[config.mk]
export PLATFORM = sky130hd
export DESIGN_NAME = bdqs_ctrl
export DESIGN_NICKNAME = d
export VERILOG_FILES = /design/src/bdqs_pkg.sv /design/src/bdqs_ctrl.sv
export SDC_FILE = /design/constraint.sdc
export NUM_CORES = 1
export LEC_CHECK = 0
export BUFFER_PORTS_ARGS = -buffer_cell sky130_fd_sc_hd__buf_2
export CAP_MARGIN = 5
export CORE_ASPECT_RATIO = 1.2
export CORE_MARGIN = 5
export CORE_UTILIZATION = 55
export CTS_BUF_LIST = sky130_fd_sc_hd__clkbuf_4 sky130_fd_sc_hd__clkbuf_8
export CTS_CLUSTER_DIAMETER = 150
export DETAILED_ROUTE_END_ITERATION = 12
export GPL_ROUTABILITY_DRIVEN = 0
export PLACE_DENSITY = 0.92
export REMOVE_ABC_BUFFERS = 1
export SYNTH_ARGS = -nofsm -noshare
export SYNTH_HDL_FRONTEND = slang
export SYNTH_SLANG_ARGS = --single-unit
[constraint.sdc]
create_clock -name clk -period 5.6 [get_ports clk]
set_input_delay 1.12 -clock clk [delete_from_list [all_inputs] [get_ports clk]]
set_output_delay 1.12 -clock clk [all_outputs]
set_load 0.03 [all_outputs]
[src/bdqs_pkg.sv]
package bdqs_pkg;

    localparam int CAPACITY_DEF   = 256;
    localparam int VALUE_BITS_DEF = 32;

    localparam int ACTION_W = 3;
    localparam int ITEM_W   = 32;
    localparam int POS_W    = 8;
    localparam int STATUS_W = 2;
    localparam int FVAL_W   = 32;
    localparam int FIDX_W   = 8;
    localparam int COUNT_W  = 9;

    localparam int IN_TDATA_W  = 40;
    localparam int IN_TUSER_W  = 3;
    localparam int OUT_TDATA_W = 56;
    localparam int OUT_TUSER_W = 2;

    typedef enum logic [ACTION_W-1:0] {
        ACT_PUSH_FRONT = 3'd0,
        ACT_PUSH_BACK  = 3'd1,
        ACT_POP_FRONT  = 3'd2,
        ACT_POP_BACK   = 3'd3,
        ACT_SEARCH     = 3'd4,
        ACT_READ_POS   = 3'd5
    } action_t;

    typedef enum logic [STATUS_W-1:0] {
        STAT_OK       = 2'd0,
        STAT_EMPTY    = 2'd1,
        STAT_FULL     = 2'd2,
        STAT_NOTFOUND = 2'd3
    } status_t;

    typedef enum logic [2:0] {
        S_IDLE,
        S_EXEC,
        S_RDWAIT,
        S_SEARCH,
        S_RESULT
    } state_t;

    typedef struct packed {
        status_t            status;
        logic [FVAL_W-1:0]  found_value;
        logic [FIDX_W-1:0]  found_index;
        logic [COUNT_W-1:0] entry_count;
        logic               is_empty;
    } result_t;

endpackage

[src/bdqs_ctrl.sv]
module bdqs_ctrl #(
    parameter int CAPACITY   = bdqs_pkg::CAPACITY_DEF,
    parameter int VALUE_BITS = bdqs_pkg::VALUE_BITS_DEF
) (
    input  logic                                clk,
    input  logic                                rst_n,
    input  logic                                req_valid,
    output logic                                req_ready,
    input  logic [bdqs_pkg::ACTION_W-1:0]       action,
    input  logic signed [bdqs_pkg::ITEM_W-1:0]  item_value,
    input  logic [bdqs_pkg::POS_W-1:0]          position,
    output logic                                res_valid,
    input  logic                                res_ready,
    output bdqs_pkg::result_t                   res,
    output logic                                ram_we,
    output logic [$clog2(CAPACITY)-1:0]         ram_waddr,
    output logic [VALUE_BITS-1:0]               ram_wdata,
    output logic [$clog2(CAPACITY)-1:0]         ram_raddr,
    input  logic [VALUE_BITS-1:0]               ram_rdata
);

    localparam int PTR_W = $clog2(CAPACITY);
    localparam int CNT_W = $clog2(CAPACITY + 1);
    localparam int SUM_W = PTR_W + 1;
    localparam int CMP_W = (CNT_W > bdqs_pkg::POS_W) ? CNT_W : bdqs_pkg::POS_W;
    localparam int EXT_W = (CNT_W > bdqs_pkg::COUNT_W) ? CNT_W : bdqs_pkg::COUNT_W;

    bdqs_pkg::state_t             state_reg, state_next;
    logic [bdqs_pkg::ACTION_W-1:0] act_reg, act_next;
    logic [VALUE_BITS-1:0]         val_reg, val_next;
    logic [bdqs_pkg::POS_W-1:0]    pos_reg, pos_next;
    logic [PTR_W-1:0]              front_reg, front_next;
    logic [CNT_W-1:0]              count_reg, count_next;
    logic [CNT_W-1:0]              issue_reg, issue_next;
    logic [CNT_W-1:0]              cmp_idx_reg, cmp_idx_next;
    logic                          pend_reg, pend_next;
    bdqs_pkg::status_t             status_reg, status_next;
    logic [bdqs_pkg::FVAL_W-1:0]   fval_reg, fval_next;
    logic [CNT_W-1:0]              fidx_reg, fidx_next;

    logic                          is_full;
    logic                          is_empty;
    logic [PTR_W-1:0]              front_dec;
    logic [CMP_W-1:0]              pos_ext;
    logic [CMP_W-1:0]              cnt_cmp;
    logic [EXT_W-1:0]              cnt_ext;
    logic [EXT_W-1:0]              fidx_ext;

    // front + off, wrapped into the ring
    function automatic logic [PTR_W-1:0] ring(input logic [PTR_W-1:0] base,
                                              input logic [CNT_W-1:0] off);
        logic [SUM_W-1:0] sum;
        sum = SUM_W'(base) + SUM_W'(off);
        if (sum >= SUM_W'(CAPACITY))
        begin
            sum = sum - SUM_W'(CAPACITY);
        end
        return sum[PTR_W-1:0];
    endfunction

    assign is_full   = (count_reg == CNT_W'(CAPACITY));
    assign is_empty  = (count_reg == '0);
    assign front_dec = (front_reg == '0) ? PTR_W'(CAPACITY - 1) : front_reg - 1'b1;
    assign pos_ext   = CMP_W'(pos_reg);
    assign cnt_cmp   = CMP_W'(count_reg);
    assign cnt_ext   = EXT_W'(count_reg);
    assign fidx_ext  = EXT_W'(fidx_reg);

    assign res.status      = status_reg;
    assign res.found_value = fval_reg;
    assign res.found_index = fidx_ext[bdqs_pkg::FIDX_W-1:0];
    assign res.entry_count = cnt_ext[bdqs_pkg::COUNT_W-1:0];
    assign res.is_empty    = is_empty;

    always_ff @(posedge clk or negedge rst_n)
    begin
        if (!rst_n)
        begin
            state_reg <= bdqs_pkg::S_IDLE;
            front_reg <= '0;
            count_reg <= '0;
            pend_reg  <= 1'b0;
        end
        else
        begin
            state_reg <= state_next;
            front_reg <= front_next;
            count_reg <= count_next;
            pend_reg  <= pend_next;
        end
    end

    always_ff @(posedge clk)
    begin
        act_reg     <= act_next;
        val_reg     <= val_next;
        pos_reg     <= pos_next;
        issue_reg   <= issue_next;
        cmp_idx_reg <= cmp_idx_next;
        status_reg  <= status_next;
        fval_reg    <= fval_next;
        fidx_reg    <= fidx_next;
    end

    always_comb
    begin
        state_next   = state_reg;
        act_next     = act_reg;
        val_next     = val_reg;
        pos_next     = pos_reg;
        front_next   = front_reg;
        count_next   = count_reg;
        issue_next   = issue_reg;
        cmp_idx_next = cmp_idx_reg;
        pend_next    = pend_reg;
        status_next  = status_reg;
        fval_next    = fval_reg;
        fidx_next    = fidx_reg;
        req_ready    = 1'b0;
        res_valid    = 1'b0;
        ram_we       = 1'b0;
        ram_waddr    = front_reg;
        ram_wdata    = val_reg;
        ram_raddr    = ring(front_reg, issue_reg);

        case (state_reg)
            bdqs_pkg::S_IDLE:
            begin
                req_ready = 1'b1;
                if (req_valid)
                begin
                    act_next   = action;
                    val_next   = VALUE_BITS'(item_value);
                    pos_next   = position;
                    state_next = bdqs_pkg::S_EXEC;
                end
            end

            bdqs_pkg::S_EXEC:
            begin
                status_next = bdqs_pkg::STAT_OK;
                fval_next   = '0;
                fidx_next   = '0;
                issue_next  = '0;
                pend_next   = 1'b0;
                state_next  = bdqs_pkg::S_RESULT;
                case (act_reg)
                    bdqs_pkg::ACT_PUSH_FRONT:
                    begin
                        if (is_full)
                        begin
                            status_next = bdqs_pkg::STAT_FULL;
                        end
                        else
                        begin
                            front_next = front_dec;
                            ram_we     = 1'b1;
                            ram_waddr  = front_dec;
                            count_next = count_reg + 1'b1;
                        end
                    end
                    bdqs_pkg::ACT_PUSH_BACK:
                    begin
                        if (is_full)
                        begin
                            status_next = bdqs_pkg::STAT_FULL;
                        end
                        else
                        begin
                            ram_we     = 1'b1;
                            ram_waddr  = ring(front_reg, count_reg);
                            count_next = count_reg + 1'b1;
                        end
                    end
                    bdqs_pkg::ACT_POP_FRONT:
                    begin
                        if (is_empty)
                        begin
                            status_next = bdqs_pkg::STAT_EMPTY;
                        end
                        else
                        begin
                            front_next = ring(front_reg, CNT_W'(1));
                            count_next = count_reg - 1'b1;
                        end
                    end
                    bdqs_pkg::ACT_POP_BACK:
                    begin
                        if (is_empty)
                        begin
                            status_next = bdqs_pkg::STAT_EMPTY;
                        end
                        else
                        begin
                            count_next = count_reg - 1'b1;
                        end
                    end
                    bdqs_pkg::ACT_SEARCH:
                    begin
                        if (is_empty)
                        begin
                            status_next = bdqs_pkg::STAT_EMPTY;
                        end
                        else
                        begin
                            state_next = bdqs_pkg::S_SEARCH;
                        end
                    end
                    bdqs_pkg::ACT_READ_POS:
                    begin
                        if (is_empty)
                        begin
                            status_next = bdqs_pkg::STAT_EMPTY;
                        end
                        else if (pos_ext >= cnt_cmp)
                        begin
                            status_next = bdqs_pkg::STAT_NOTFOUND;
                        end
                        else
                        begin
                            ram_raddr  = ring(front_reg, pos_ext[CNT_W-1:0]);
                            state_next = bdqs_pkg::S_RDWAIT;
                        end
                    end
                    default:
                    begin
                    end
                endcase
            end

            bdqs_pkg::S_RDWAIT:
            begin
                fval_next  = bdqs_pkg::FVAL_W'($signed(ram_rdata));
                state_next = bdqs_pkg::S_RESULT;
            end

            // one read issued and one compare done per cycle
            bdqs_pkg::S_SEARCH:
            begin
                if (pend_reg && (ram_rdata == val_reg))
                begin
                    status_next = bdqs_pkg::STAT_OK;
                    fval_next   = bdqs_pkg::FVAL_W'($signed(ram_rdata));
                    fidx_next   = cmp_idx_reg;
                    pend_next   = 1'b0;
                    state_next  = bdqs_pkg::S_RESULT;
                end
                else if (pend_reg && (cmp_idx_reg == count_reg - 1'b1))
                begin
                    status_next = bdqs_pkg::STAT_NOTFOUND;
                    pend_next   = 1'b0;
                    state_next  = bdqs_pkg::S_RESULT;
                end
                else
                begin
                    pend_next    = 1'b1;
                    cmp_idx_next = issue_reg;
                    issue_next   = issue_reg + 1'b1;
                end
            end

            bdqs_pkg::S_RESULT:
            begin
                res_valid = 1'b1;
                if (res_ready)
                begin
                    state_next = bdqs_pkg::S_IDLE;
                end
            end

            default:
            begin
                state_next = bdqs_pkg::S_IDLE;
            end
        endcase
    end

endmodule

==> results summary, run 1 <==
The flow ran to the end, and the final reports show no timing, DRC or antenna violations. The signal on the critical path passes through inv_1 -> ha_1 -> a21oi_1 -> nor2_1 -> or3_1 -> o21a_1 -> nand4b_4 -> mux2i_1 -> xnor2_1 -> buf_2. For the worst flop-to-flop path, the logic depth is 8. The wire length per cell is ~19 um. The count of yosys warnings during synthesis is 0. The final critical delay including setup and external delays is 4222 ps. The number of port buffers is 181.

The via count of the first global-routing pass was 5963. Setup repair after global routing left no endpoint under its margin. Counting every instance in the synthesized netlist gives 644. For this block, the routed nets add up to ~19 mm of wire. The largest net degree at the start of global routing came out at 44. The aggregate negative setup slack came out at 0 ps. In the post-synthesis netlist, the biggest area contributors are edfxtp_1, dfrtp_1, xnor2_1. In this run, CTS created clock tree buffers numbering 17. The maximum level of the CTS H-tree is 4. The most common cell after layout, fill and taps aside is buf_2. STA classifies the critical path startpoint as a flip-flop. The layout filler cell count came out at 984. The power per cell area is about 610 nW/um2. The chip width is 114.0 um. The placeable core region is roughly 13000 um2.

The number of maximum-capacitance violations came out at 0. The detailed-routing iteration count for the pre-antenna-repair pass came out at 6. The number of I/O pins is 182. Across all layers, the routed design uses a little under 6000 vias. The hold-fix buffer count after cts came out at 0. edfxtp_1 takes more of the synthesized area than any other cell. The critical path arrival is 3100 ps. The total setup buffers inserted after CTS is 0. The final setup violation count is 0.

The worst max-slew margin expressed relative to the limit came out at 21.79%. The number of distinct library cells after synthesis came out at 69. STA classifies the critical path endpoint as a primary output. In this run, synthesis produced a sequential element count of between 100 and 150. The proportion of layout cells with a drive suffix above 1 came out at ~28%.

The initial antenna violation count is 0. The worst hold endpoint is cmp_idx_reg[8]. The critical path is of the reg2out type.

The insertion delay to the later sink of the worst-skew pair came out at between 400 and 500 ps. Clock-pin slew was measured on the worst setup and hold paths at 70 ps. The deepest clock path buffer count is 2. The number of nets in the layout is 938.

The initial cell density of the core is 56.35%. The root buffer selected by CTS is clkbuf_8. The full die area came out at 15370 um2. The total routing resource utilization after global routing came out at 24.39%. The worst reg-to-reg setup slack came out at around 2600 ps. The mapped netlist covers 7138 um2. On the final layout, the worst clock skew is 10.98 ps. The remaining antenna violation count after routing came out at 0. The largest single stage delay on the critical path is just under 700 ps. The leakage power figure came out at 0.003561 uW.

The number of rows in the core area is 45. The path class of the lowest-slack min-delay path is reg2reg. The leading register cell type out of synthesis is edfxtp_1.

The library cells used most frequently in the layout, excluding fill and tap cells, are buf_2, edfxtp_1, xnor2_1. The fraction of the core area covered by cells at the end of the flow is 66.78%. The post-detailed-route via-to-cell ratio is 5.806. The worst-case vdd ir drop came out at 0.0006455 V. The number of hold-slack violations in the final timing report came out at 0. The number of buffer and inverter instances along the worst setup path is 2. The post-detailed-route DRC marker count came out at 0.

The total global routing overflow came out at 0. The mean instance size in the synthesized netlist is 11.08 um2. For the pin with the worst max-slew slack, the measured transition is 1161 ps. TritonCTS built the clock tree. Among all stages on the critical path, the largest delay is contributed by dfrtp_1.

The first routing iteration left 508 violations. Among cell families on the critical path, the largest total delay comes from flip-flops. The fmax is 236.9 MHz. The worst hold path startpoint is issue_reg[8].

The maximum fanout along the worst path came out at 11. The die extent in y is 134.8 um. The share of synthesized flip-flops with an asynchronous set or reset is 16.94%.

The worst path required time came out at about 4500 ps. The total clock sinks is 124. In this run the biggest area consumer among cell types represents 43.33% of the synthesized area. The multi-input combinational cells in the finished layout cover a total of 3289 um2.

The worst register-to-register path begins at cnt_cmp[1]. The post-CTS resize count is 0. The overall power after layout is 5158 uW. In this run the critical register-to-register path is captured at issue_reg[5]. Counting instances, the worst hold path has a depth of 0. The wire length of the first global-routing pass is 29.59 mm. Relative to the synthesized area, the layout overhead comes to 18.51%. The register area came out at ~3600 um2. Counting flops with a built-in enable in the synthesized netlist gives 103.

The total half-perimeter wirelength after legalization and detailed placement came out at 14.29 mm. The number of max-slew violations in the final report is 0. The sequential area share after synthesis is 50.69%.

The fraction of the cycle the final worst path needs came out at 75.39%. The total inserted antenna cells came out at 0.
## cell type report
class / count / share of cell area, %
Sequential cell: 124 / 42.77
Multi-Input combinational cell: 474 / 38.88
Timing Repair Buffer: 183 / 10.89
Clock buffer: 17 / 2.766
Tap cell: 164 / 2.426
Clock inverter: 15 / 1.376
Inverter: 20 / 0.8874
## synthesized netlist by cell type (18+ instances only)
cell        n
nand3_1    18
o21ai_0    27
nand2_1    45
and2_1     40
edfxtp_1  103
nor2_1     48
a21oi_1    33
xor2_1     22
ha_1       36
and3_1     20
xnor2_1    57
dfrtp_1    21
inv_1      20
## layer usage
layer / global-route usage, % / part of all wire (%) / up-vias
li1: - / - / 2683
met4: 11.42 / 3.0 / 0
met3: 6.096 / 9.6 / 63
met5: 0 / 0 / -
met1: 28.62 / 38 / 2695
met2: 41.80 / 49 / 348
## power by group
part / switching [uW] / leakage, uW / internal [uW]
combinational: 1750 / 0.00215 / 971
clock: 394 / 0.000169 / 313
sequential: 372 / 0.00124 / 1360
## per-stage QoR
stage          hold slack, ps  instance area, um2  setup WS (ps)  std cells
3_5_place_dp            496.6                8109           1875        965
6_report                518.0                8459           1378        997
3_3_place_gp            466.2                8109           1986        965
2_1_floorplan           447.6                6974          972.5        618
4_1_cts                 514.0                8459           1385        997
5_1_grt                 529.7                8459           1161        997
## cells by family after synthesis
| family | after synthesis | synth area share, % |
|---|---|---|
| and+or+nand+nor | 237 | 17.97 |
| DFF | 124 | 50.69 |
| AOI/OAI and AO/OA | 112 | 10.13 |
| xor gates and xnor gates | 79 | 9.693 |
| buffers and inverters | 46 | 3.348 |
| adders and majority gates | 39 | 7.152 |
| muxes | 7 | 1.017 |
## worst max path at each step
stage	startpoint	endpoint	slack (ps)	cells after the start
after floorplan	ram_rdata[17]	fval_reg[0]	970	6
after global placement	cnt_cmp[3]	ram_raddr[7]	1990	9
after detailed placement	cnt_cmp[0]	ram_raddr[7]	1880	9
after CTS	cnt_cmp[3]	ram_raddr[7]	1390	9
after global routing	cnt_cmp[6]	ram_raddr[7]	1160	10
final	cnt_cmp[6]	ram_raddr[7]	1380	10
Note: power is estimated with default switching activity, not from simulation.
==> run 2, diff against run 1 <==
==> constraint.sdc (replaced) <==
create_clock -name clk -period 4.1 [get_ports clk]
set_input_delay 0.82 -clock clk [delete_from_list [all_inputs] [get_ports clk]]
set_output_delay 0.82 -clock clk [all_outputs]
set_load 0.03 [all_outputs]
==> run 2 against run 1 <==
Compared with the run above: clock skew is 3.7 ps higher; clock-buffer cell count stayed put; first-iteration DRC count down 11%; setup slack worse by 1100 ps; core utilization rose by 0.62 points; die area unchanged; register-to-register slack got worse by 1300 ps; non-clock buffer count increased by 4; via count up 0.14%; critical path depth is the same; largest cell class unchanged.
==> results summary, run 2 (same netlist as run 1, synthesis figures left out) <==
The full die area is 15370 um2 (unchanged). The hold-fix buffer count after cts is 0 (unchanged). The internal power came to 3765 uW (+42%). The total inserted antenna cells was 0 (unchanged). The count of cell instances traversed by the critical path is 10 (unchanged).

The detailed-routing iteration count for the pre-antenna-repair pass came out at 6 (unchanged). The overall routed net length came out at 18.86 mm (+1.6%). The aggregate negative setup slack came to 0 ps (unchanged).

The min-delay analysis places its worst path in the category in2async. The insertion delay to the later sink of the worst-skew pair came out at 430 ps (about the same). The number of port buffers is 181 (unchanged). The total routing resource utilization after global routing came to 24.56% (+0.17 points). The layout filler cell count is 967 (-1.7%). The worst max-slew margin expressed relative to the limit came to 28.18% (+6.4 points).

The number of buffer and inverter instances along the worst setup path came out at 2 (unchanged). The deepest clock path buffer count is 2 (unchanged). The wire length per cell is 18.84 um (+1.1%). The post-CTS clock slew at the launch and capture registers of the worst setup and hold paths came out at 80 ps (about the same).

The root buffer selected by CTS is clkbuf_8. The worst path required time is 3280 ps (-1200 ps). Setup repair after global routing left no endpoint under its margin.

The power per cell area came out at 843.5 nW/um2 (+38%). The chip width is 114.0 um (unchanged). The via count of the first global-routing pass is 5849 (-1.9%). The area growth from synthesis to layout is 19.61%. The number of maximum-capacitance violations is 0 (unchanged).

The post-detailed-route via-to-cell ratio was 5.791 (-0.26%). The cell type group with the largest total delay on the critical path is flip-flops. The startpoint identified for the worst register-to-register timing path is cnt_cmp[1]. The signal on the critical path passes through inv_1 -> fa_1 -> nor2b_1 -> o21ai_0 -> nand2b_1 -> xor2_1 -> mux2i_1 -> a2bb2oi_1 -> o21ai_0 -> buf_2. The sequential fraction of design power was 32.2% (-1.4 points). The critical path startpoint is front_reg[1]. The placeable core region came out at 12670 um2 (unchanged). The die extent in y is 134.8 um (unchanged). The number of max-slew violations in the final report came out at 0 (unchanged). Derived from the worst setup path, the maximum achievable clock frequency is 260.4 MHz. The worst setup path is launched from a flip-flop.

The routed design could run at a clock period as short as 3841 ps. The proportion of layout cells with a drive suffix above 1 is 28.91% (+0.58 points). The number of nets in the layout is 942 (+0.43%).

The post-route cell area is 8538 um2 (+0.93%). The final setup violation count came to 0 (unchanged). The switching component of the power is 3437 uW (+37%). The initial cell density of the core is 56.35% (unchanged). The fraction of the core area covered by cells at the end of the flow is 67.40% (+0.62 points). The element type at the critical path end is a primary output. The remaining antenna violation count after routing came out at 0 (unchanged).

The leakage power figure is 0.003594 uW (+0.93%). The initial antenna violation count is 0 (unchanged). The worst-case vdd ir drop came to 0.0007777 V (+20%). The post-layout worst setup margin came out at 259.2 ps (-1119 ps). The number of rows in the core area is 45 (unchanged). The maximum level of the CTS H-tree came out at 4 (unchanged).

The iteration-0 DRC count of the detailed router was 453 (-11%). The critical path arrival came out at 3020 ps (-80 ps). The number of buffers added by the clock tree synthesis step is 17 (unchanged).

The combinational share of power came to 52.9% (+0.2 points). The delay of the slowest cell on the worst path is 630 ps (-50 ps). The top cell types in the final layout, fill and taps aside, are buf_2, edfxtp_1, xnor2_1. The setup clock skew after layout came out at 14.70 ps (+3.722 ps). TritonCTS built the clock tree.

The total half-perimeter wirelength after legalization and detailed placement is 14.57 mm (+2.0%). The fraction of the cycle the final worst path needs is between 90 and 100%. The critical setup path kind is reg2out. The number of hold-slack violations in the final timing report was 0 (unchanged).

The cell that appears most often on the critical path is o21ai_0. In this run the critical register-to-register path is captured at issue_reg[1]. The placement-stage cell area is 8139 um2 (+0.37%). In this run the worst setup path terminates at ram_waddr[4]. The count of vias placed by the detailed router came out at 5797 (+0.14%).

The wire length of the first global-routing pass came to 29.53 mm (-0.21%). The total clock sinks is 124 (unchanged). The clock share of power came out at 14.9% (+1.2 points). The worst slack at placement came out at 754.2 ps (-1121 ps). Leaving out fill and tap cells, the most frequent cell in the layout is buf_2.

Among all stages on the critical path, the largest delay is contributed by dfrtp_1. The number of cells on the worst reg-to-reg path was 8 (unchanged). The maximum fanout along the worst path is 12 (+1). The total global routing overflow is 0 (unchanged). The largest net degree at the start of global routing came to 44 (unchanged). The switching share of power is 47.73% (-0.96 points). The worst-margin pin slew is 1077 ps (-83.62 ps). The number of I/O pins is 182 (unchanged). The post-detailed-route DRC marker count came out at 0 (unchanged). The flow ran to the end, and the final reports show no timing, DRC or antenna violations. The worst reg-to-reg setup slack is 1240 ps (-1320 ps).
==> run 2: metrics by stage <==
stage,cells,total power [uW],hold slack (ps)
after floorplan,618,4985,447.6
after global placement,969,6003,469.8
after detailed placement,969,6099,476.9
after CTS,1001,7191,337.7
after global routing,1001,7630,364.9
final,1001,7202,342.3
==> run 2: worst min-delay path by stage <==
stage / end / slack [ps]
floorplan: cmp_idx_reg[8] / 450
global placement: cmp_idx_reg[8] / 470
detailed placement: cmp_idx_reg[8] / 480
CTS: front_reg[7] / 340
global route: front_reg[7] / 360
finish: front_reg[7] / 340
==> run 2: area by class of cell <==
cell class / count / area, um2 / share of cell area (%)
clock buffers: 17 / 234.0 / 2.740
clock inverters: 15 / 161.4 / 1.890
inverters: 20 / 75.07 / 0.8792
multi-input cells: 474 / 3291 / 38.54
flip-flops and latches: 124 / 3621 / 42.41
well taps: 164 / 205.2 / 2.403
repair buffers: 187 / 950.9 / 11.14
==> run 2: layer usage <==
metal | vias to the layer above | wire, um | GRT usage, % | part of all wire (%)
li1 | 2688 | - | - | -
met1 | 2734 | 7039 | 28.13 | 37
met2 | 324 | 9268 | 42.64 | 49
met3 | 51 | 1867 | 6.903 | 9.9
met4 | 0 | 686 | 10.76 | 3.6
met5 | - | 0 | 0 | 0
==> run 2: power by group through the flow <==
stage | clock network, uW | logic, uW | registers [uW]
final | 1070 | 3810 | 2320
after global routing | 1150 | 4120 | 2360
after CTS | 1090 | 3800 | 2310
after detailed placement | 0 | 3760 | 2330
after global placement | 0 | 3690 | 2310
after floorplan | 0 | 2210 | 2780
==> run 2: repair_timing <==
action | CTS | global route
resized for setup | 0 | 3
buffers inserted | 0 | 0
endpoints found under the setup margin | 0 | 1
